==> config.mk <==
export PLATFORM = sky130hd
export DESIGN_NAME = periodic_soft_timer_table
export DESIGN_NICKNAME = d
export VERILOG_FILES = /design/src/pstt_pkg.sv /design/src/pstt_ram.sv /design/src/pstt_update.sv /design/src/periodic_soft_timer_table.sv
export SDC_FILE = /design/constraint.sdc
export NUM_CORES = 2
export LEC_CHECK = 0
export BUFFER_PORTS_ARGS = -buffer_cell sky130_fd_sc_hd__clkbuf_2
export CAP_MARGIN = 40
export CORE_MARGIN = 3
export CORE_UTILIZATION = 45
export CTS_CLUSTER_DIAMETER = 30
export DETAILED_ROUTE_END_ITERATION = 16
export MAX_ROUTING_LAYER = met4
export PLACE_DENSITY = 0.66
export SETUP_SLACK_MARGIN = 0.3
export SLEW_MARGIN = 20
export SYNTH_ARGS = -nofsm -noshare
export SYNTH_HDL_FRONTEND = slang
export SYNTH_SLANG_ARGS = --single-unit
==> constraint.sdc <==
create_clock -name clk -period 8.23 [get_ports clk]
set_input_delay 1.2345 -clock clk [delete_from_list [all_inputs] [get_ports clk]]
set_output_delay 1.2345 -clock clk [all_outputs]
set_load 0.05 [all_outputs]
==> src/pstt_pkg.sv <==
// pstt_pkg: shared types, constants and op codes of the periodic soft timer table
// used by pstt_update and periodic_soft_timer_table; depends on nothing
package pstt_pkg;

    localparam int TIMER_COUNT = 16;
    localparam int TIMER_AW    = (TIMER_COUNT > 1) ? $clog2(TIMER_COUNT) : 1;

    localparam logic [30:0] WRAP_LIMIT     = 31'h7FFF_FFFF;
    localparam logic [31:0] DEADLINE_SHIFT = 32'h7FFF_FFFF;

    localparam logic [2:0] OP_TICK      = 3'd0;
    localparam logic [2:0] OP_ARM       = 3'd1;
    localparam logic [2:0] OP_POLL      = 3'd2;
    localparam logic [2:0] OP_CLEAR_ONE = 3'd3;
    localparam logic [2:0] OP_CLEAR_ALL = 3'd4;

    typedef struct packed {
        logic [2:0]  op;
        logic [3:0]  timer_index;
        logic [31:0] delay_ms;
    } cmd_word_t;

    typedef struct packed {
        logic        expired;
        logic [30:0] now_ms;
    } rsp_word_t;

    typedef struct packed {
        logic [31:0] period;
        logic [31:0] deadline;
    } entry_t;

    // decision of the update unit for one command word
    typedef struct packed {
        logic        expired;
        logic        wr_en;
        entry_t      wr_data;
        logic        act_set;
        logic        act_clr;
        logic        clr_all;
        logic        wrap;
        logic [30:0] time_next;
    } upd_t;

endpackage

==> src/pstt_ram.sv <==
// pstt_ram: generic simple dual-port ram, one write and one registered read port
// depends on nothing
module pstt_ram #(
    parameter int WIDTH = 64,
    parameter int DEPTH = 16
) (
    input  logic                                       clk,
    input  logic                                       we,
    input  logic [((DEPTH > 1) ? $clog2(DEPTH) : 1)-1:0] waddr,
    input  logic [WIDTH-1:0]                           wdata,
    input  logic [((DEPTH > 1) ? $clog2(DEPTH) : 1)-1:0] raddr,
    output logic [WIDTH-1:0]                           rdata
);

    logic [WIDTH-1:0] mem_reg [DEPTH];

    always_ff @(posedge clk)
    begin
        if (we)
        begin
            mem_reg[waddr] <= wdata;
        end
        rdata <= mem_reg[raddr];
    end

endmodule

==> src/pstt_update.sv <==
// pstt_update: per-word arithmetic of the timer table (tick, arm, poll, clear)
// and the deadline adjustment applied during the wrap sweep; uses pstt_pkg
module pstt_update
    import pstt_pkg::*;
(
    input  logic [2:0]  op,
    input  logic        idx_ok,
    input  logic        active,
    input  logic [30:0] time_now,
    input  logic [31:0] delay_ms,
    input  entry_t      entry,
    output upd_t        upd,
    output entry_t      swept
);

    logic [31:0] time_ext;
    logic [30:0] time_inc;

    assign time_ext = {1'b0, time_now};
    assign time_inc = time_now + 31'd1;

    always_comb
    begin
        upd           = '0;
        upd.time_next = time_now;
        unique case (op)
            OP_TICK:
            begin
                if (time_inc == WRAP_LIMIT)
                begin
                    upd.time_next = '0;
                    upd.wrap      = 1'b1;
                end
                else
                begin
                    upd.time_next = time_inc;
                end
            end
            OP_ARM:
            begin
                upd.wr_en            = idx_ok;
                upd.act_set          = idx_ok;
                upd.wr_data.period   = delay_ms;
                upd.wr_data.deadline = time_ext + delay_ms;
            end
            OP_POLL:
            begin
                // due once the clock has reached the stored deadline
                if (idx_ok && active && (time_ext >= entry.deadline))
                begin
                    upd.expired          = 1'b1;
                    upd.wr_en            = 1'b1;
                    upd.act_set          = 1'b1;
                    upd.wr_data.period   = entry.period;
                    upd.wr_data.deadline = time_ext + entry.period;
                end
            end
            OP_CLEAR_ONE:
            begin
                upd.act_clr = idx_ok;
            end
            OP_CLEAR_ALL:
            begin
                upd.clr_all   = 1'b1;
                upd.time_next = '0;
            end
            default:
            begin
                upd.time_next = time_now;
            end
        endcase
    end

    always_comb
    begin
        swept.period = entry.period;
        if (entry.deadline > DEADLINE_SHIFT)
        begin
            swept.deadline = entry.deadline - DEADLINE_SHIFT;
        end
        else
        begin
            swept.deadline = '0;
        end
    end

endmodule

==> src/periodic_soft_timer_table.sv <==
// periodic_soft_timer_table: top level, control sequencer, time counter and entry memory
// uses pstt_pkg, pstt_ram and pstt_update
//
//  channel | dir | word        | handshake
//  cmd     | in  | cmd_word_t  | cmd_valid / cmd_stall
//  rsp     | out | rsp_word_t  | rsp_valid / rsp_stall
//
// each word goes through the entry memory read, then the update and write-back
// a tick that wraps the clock adds a sweep over all TIMER_COUNT entries of the memory,
// one entry a cycle, during which cmd_stall stays high
// reset clears the clock, the active bits and the response valid flag; the memory
// itself is not cleared, inactive entries are never read for their contents
// a stalled response holds the next word in its update cycle until the slot frees
module periodic_soft_timer_table
    import pstt_pkg::*;
(
    input  logic      clk,
    input  logic      rst_n,
    input  logic      cmd_valid,
    output logic      cmd_stall,
    input  cmd_word_t cmd,
    output logic      rsp_valid,
    input  logic      rsp_stall,
    output rsp_word_t rsp
);

    localparam logic [1:0] ST_IDLE  = 2'd0;
    localparam logic [1:0] ST_EXEC  = 2'd1;
    localparam logic [1:0] ST_SWEEP = 2'd2;

    logic [1:0]             state_reg, state_next;
    logic [30:0]            time_reg, time_next;
    logic [TIMER_COUNT-1:0] active_reg, active_next;
    logic [TIMER_AW-1:0]    sweep_reg, sweep_next;
    cmd_word_t              cmd_reg, cmd_next;
    logic                   rsp_valid_reg, rsp_valid_next;
    rsp_word_t              rsp_reg, rsp_next;

    logic                accept;
    logic                slot_free;
    logic                commit;
    logic                idx_ok;
    logic [TIMER_AW-1:0] cmd_addr;
    logic [TIMER_AW-1:0] reg_addr;

    logic                ram_we;
    logic [TIMER_AW-1:0] ram_waddr;
    entry_t              ram_wdata;
    logic [TIMER_AW-1:0] ram_raddr;
    entry_t              ram_rdata;

    upd_t   upd;
    entry_t swept;

    assign cmd_stall = (state_reg != ST_IDLE);
    assign accept    = cmd_valid && !cmd_stall;
    assign slot_free = !rsp_valid_reg || !rsp_stall;
    assign commit    = (state_reg == ST_EXEC) && slot_free;
    assign cmd_addr  = TIMER_AW'(cmd.timer_index);
    assign reg_addr  = TIMER_AW'(cmd_reg.timer_index);
    assign idx_ok    = (32'(cmd_reg.timer_index) < TIMER_COUNT);

    assign rsp_valid = rsp_valid_reg;
    assign rsp       = rsp_reg;

    pstt_update u_update (
        .op       (cmd_reg.op),
        .idx_ok   (idx_ok),
        .active   (active_reg[reg_addr]),
        .time_now (time_reg),
        .delay_ms (cmd_reg.delay_ms),
        .entry    (ram_rdata),
        .upd      (upd),
        .swept    (swept)
    );

    pstt_ram #(
        .WIDTH ($bits(entry_t)),
        .DEPTH (TIMER_COUNT)
    ) u_ram (
        .clk   (clk),
        .we    (ram_we),
        .waddr (ram_waddr),
        .wdata (ram_wdata),
        .raddr (ram_raddr),
        .rdata (ram_rdata)
    );

    always_comb
    begin
        state_next     = state_reg;
        time_next      = time_reg;
        active_next    = active_reg;
        sweep_next     = sweep_reg;
        cmd_next       = cmd_reg;
        rsp_valid_next = rsp_valid_reg && rsp_stall;
        rsp_next       = rsp_reg;
        ram_we         = 1'b0;
        ram_waddr      = reg_addr;
        ram_wdata      = upd.wr_data;
        ram_raddr      = reg_addr;

        unique case (state_reg)
            ST_IDLE:
            begin
                ram_raddr = cmd_addr;
                if (accept)
                begin
                    cmd_next   = cmd;
                    state_next = ST_EXEC;
                end
            end
            ST_EXEC:
            begin
                if (commit)
                begin
                    ram_we         = upd.wr_en;
                    time_next      = upd.time_next;
                    rsp_valid_next = 1'b1;
                    rsp_next       = '{expired: upd.expired, now_ms: upd.time_next};
                    if (upd.clr_all)
                    begin
                        active_next = '0;
                    end
                    else if (upd.act_set)
                    begin
                        active_next[reg_addr] = 1'b1;
                    end
                    else if (upd.act_clr)
                    begin
                        active_next[reg_addr] = 1'b0;
                    end
                    if (upd.wrap)
                    begin
                        // first read of the sweep goes out with the tick itself
                        ram_raddr  = '0;
                        sweep_next = '0;
                        state_next = ST_SWEEP;
                    end
                    else
                    begin
                        state_next = ST_IDLE;
                    end
                end
            end
            ST_SWEEP:
            begin
                ram_we     = 1'b1;
                ram_waddr  = sweep_reg;
                ram_wdata  = swept;
                ram_raddr  = sweep_reg + TIMER_AW'(1);
                sweep_next = sweep_reg + TIMER_AW'(1);
                if (32'(sweep_reg) == TIMER_COUNT - 1)
                begin
                    state_next = ST_IDLE;
                end
            end
            default:
            begin
                state_next = ST_IDLE;
            end
        endcase
    end

    always_ff @(posedge clk or negedge rst_n)
    begin
        if (!rst_n)
        begin
            state_reg     <= ST_IDLE;
            time_reg      <= '0;
            active_reg    <= '0;
            sweep_reg     <= '0;
            rsp_valid_reg <= 1'b0;
        end
        else
        begin
            state_reg     <= state_next;
            time_reg      <= time_next;
            active_reg    <= active_next;
            sweep_reg     <= sweep_next;
            rsp_valid_reg <= rsp_valid_next;
        end
    end

    always_ff @(posedge clk)
    begin
        cmd_reg <= cmd_next;
        rsp_reg <= rsp_next;
    end

endmodule
==> key figures <==
Outcome
  • Outcome: completed

Placed design
  • Detail Placement HPWL: around 91000 um
  • Placed cells: 6009
  • Post-Place Worst Slack: 2530 ps
  • Routability cong.: 0.909
  • PortBufs: 76

Timing
  • Clock Skew: ~60 ps
  • Fmax: 0.173 GHz
  • Fin crit period: 5790 ps
  • RSZ-0062 raised after global routing: no
  • Final slew viol count: 0
  • Final WS setup: 2440 ps
  • Final hold violations: 0
  • Worst Max-Slew Pin Slew: ~1300 ps
  • Final setup violation count: 0
  • Ratio of final minimum period to clock period: 70.3%
  • Slew HR: ~15%
  • Total Neg Setup Slack: 0 ps

Synthesis
  • Syn_nets: 4742
  • Post-synth cell types: 84
  • Ys async rst share: under 10%
  • EDFF count, synth: 1095
  • Ys flop type: edfxtp_1
  • Count leader, synth: edfxtp_1
  • Most frequent cells after synthesis: 1095 x edfxtp_1, 644 x o211ai_1, 629 x o21ai_0
  • Syn avg cell area: 12.1 um^2
  • Seq cells post-synth: ~1200
  • Cells after Synth: 4596
  • Yosys top cell by area: edfxtp_1
  • Register area share after synthesis: 64.1%
  • Top-area cell type share of the netlist area: 59.3%
  • Synth warnings: 0
  • Mapped Area: 55400 um^2
  • Most area-consuming cells after synthesis: edfxtp_1 59%, o211ai_1 8.7%, o21ai_0 5.7%, nand3_1 3.8%, nand2_1 2.6%

Worst hold path
  • Min-delay src: active_reg[5]
  • Hold Crit Class: register to register
  • Hold path endpoint: active_reg[5]
  • Hold-critical path depth: 2

Cells and area
  • Fin cells: 6463
  • Nets: 4772
  • Max reg flops: a little over 1000
  • Layout area overhead: 19.6%
  • Share of layout cells above drive strength 1: 14.5%
  • Fill cells: 9970

Worst setup path
  • Reg2reg end: u_ram.rdata[23]
  • Worst reg-to-reg path cell count: 12
  • Worst path depth: 12
  • Worst Path Required: 9000 ps
  • Most used cell, CP: nand3_1
  • Critical path class: register to register
  • Worst setup SP type: register
  • CP bufs+invs: 1
  • CP top delay family: simple AND/OR/NAND/NOR gates
  • Delay of the slowest critical-path stage: 750 ps
  • CP cell instances: ha_1 > nand3_1 > nor4_2 > nor3b_1 > o22ai_1 > nor4b_2 > nand3_1 > a31oi_1 > and2_4 > buf_4 > o211ai_1 > nand4_1
  • Slowest-stage cell, CP: nor4_2
  • Register-to-register setup slack: 2440 ps
  • CP arrival: about 6600 ps
  • Setup crit start: time_reg[1]
  • R2r startpoint: time_reg[1]
  • Critical path capture point type: register
  • Max FO, Critical Path: 36

Power
  • PD cells: 338 nW/um^2
  • P_sw: about 7.3 mW
  • Internal: 15.1 mW
  • Combinational power share: 22.4%
  • Sw frac: 32.6%
  • Clock share of power: 44.3%
  • Max VDD drop: 0.384 mV
  • Sequential power share: 33.4%
  • Static Leakage: approximately 23 nW

Clocking
  • Clk Latency, worst-skew pair: 840 ps
  • Clk sink count: 1213
  • Clock slew at reported path FFs: 50 ps
  • Clock buffer depth: 3
  • TritonCTS Buffers: 234
  • CTS tree: done
  • Post-CTS Resized: 0
  • Post-CTS Setup Repair Bufs: 0
  • H-tree levels: 4
  • CTS Hold Bufs: 0
  • CTS root buf: clkbuf_16

Drt
  • Drt via density: 6.44
  • Post-route DRC: 0
  • DR vias: 41600
  • DRT Pass-1 Iters: 9
  • Initial DRC count: 5120
  • ANT nets after route: 0
  • Post-DR wirelength/cell: ~26 um
  • Total wire length: approximately 170000 um

Floorplan
  • Row count: approximately 130
  • Die ar.: 127000 um^2
  • Chip height: 357 um
  • Initial Utilization: 45.4%
  • Die X: 357 um
  • Ports: 77
  • Core area: 122000 um^2

GRT
  • Grt ovf: 0
  • Global-route wire length before repair: between 200000 and 300000 um
  • GRT Util Overall: between 20 and 30%
  • Pin count of the biggest net entering global routing: 224
  • Vias in the first global route: between 30000 and 40000
  • Initial antenna violation count: 2

Flow run
  • Max cap viols: 0
-- how the worst max path moves through the flow --
| stage | to | slack [ps] |
|---|---|---|
| CTS | u_ram.rdata[53] | 2500 |
| finish | u_ram.rdata[23] | 2440 |
| global placement | u_ram.rdata[50] | 2630 |
| global route | u_ram.rdata[23] | 2150 |
| detailed placement | u_ram.rdata[56] | 2530 |
| floorplan | u_ram.mem_reg[7][0] | 2620 |
-- final cells by class --
class                      count  area [um^2]  share of cell area [%]
tap                         1625         2030                    3.07
antenna                        1         2.50                 0.00378
timing repair buffer         206         1800                    2.72
clock buffer                 280         6270                    9.47
inverter                      61          229                   0.346
sequential                  1213        35500                    53.6
multi-input combinational   2910        18300                    27.6
clock inverter               167         2150                    3.24
-- power groups by stage --
stage | logic, mW | clock network [mW] | registers [mW]
CTS | 4.93 | 9.98 | 7.46
finish | 5.01 | 9.91 | 7.48
global placement | 4.78 | 0 | 7.57
detailed placement | 4.90 | 0 | 7.56
floorplan | 3.36 | 0 | 7.48
global route | 5.42 | 10.3 | 7.47
-- routing by layer --
layer  global-route usage [%]  vias to the layer above  wire (um)
li1                         -                    18100          -
met1                     38.2                    20700      70300
met2                     38.9                     2510      76600
met3                     4.64                      327      18500
met4                     10.8                        0       5440
met5                        -                        -          0
-- cells by family after synthesis --
group / share of synthesized area (%)
compound gates: 18.4
xor+xnor: 1.37
fa+ha+maj: 2.35
buf+inv: 3.41
flops: 64.1
mux: 0.817
simple gates: 9.53
-- worst reg2reg max path, cell delays in order, from the launching register on --
cell	delay, ps
dfrtp_1	640
ha_1	330
nand3_1	230
nor4_2	750
nor3b_1	280
o22ai_1	120
nor4b_2	650
nand3_1	430
a31oi_1	560
and2_4	730
buf_4	670
o211ai_1	210
nand4_1	150
-- layout by cell type (no fill, tap or decap), types with 25 or more instances in the layout --
cell type,n
ha_1,101
nor2_1,63
nand3_1,424
clkinvlp_4,36
edfxtp_1,1095
nand2_1,376
a22oi_1,27
a21o_1,33
xnor2_1,65
dfxtp_1,64
clkbuf_2,77
o21ai_0,629
clkinv_2,32
buf_4,92
a21oi_1,78
clkbuf_1,25
bufinv_16,36
clkbuf_16,237
dfrtp_1,54
o211ai_1,644
nand4_1,90
inv_1,60
a22o_1,32
-- through the flow --
stage | utilization (%) | power [mW] | hold WS (ps) | instance area, um^2
2_1_floorplan | - | 10.8 | 465 | 55400
3_3_place_gp | 46.9 | 12.3 | 485 | 57200
3_5_place_dp | 47.3 | 12.5 | 501 | 57700
4_1_cts | 54.2 | 22.4 | 508 | 66100
5_1_grt | 54.3 | 23.2 | 548 | 66300
6_report | 54.3 | 22.4 | 505 | 66300
Note: power is estimated with default switching activity, not from simulation.
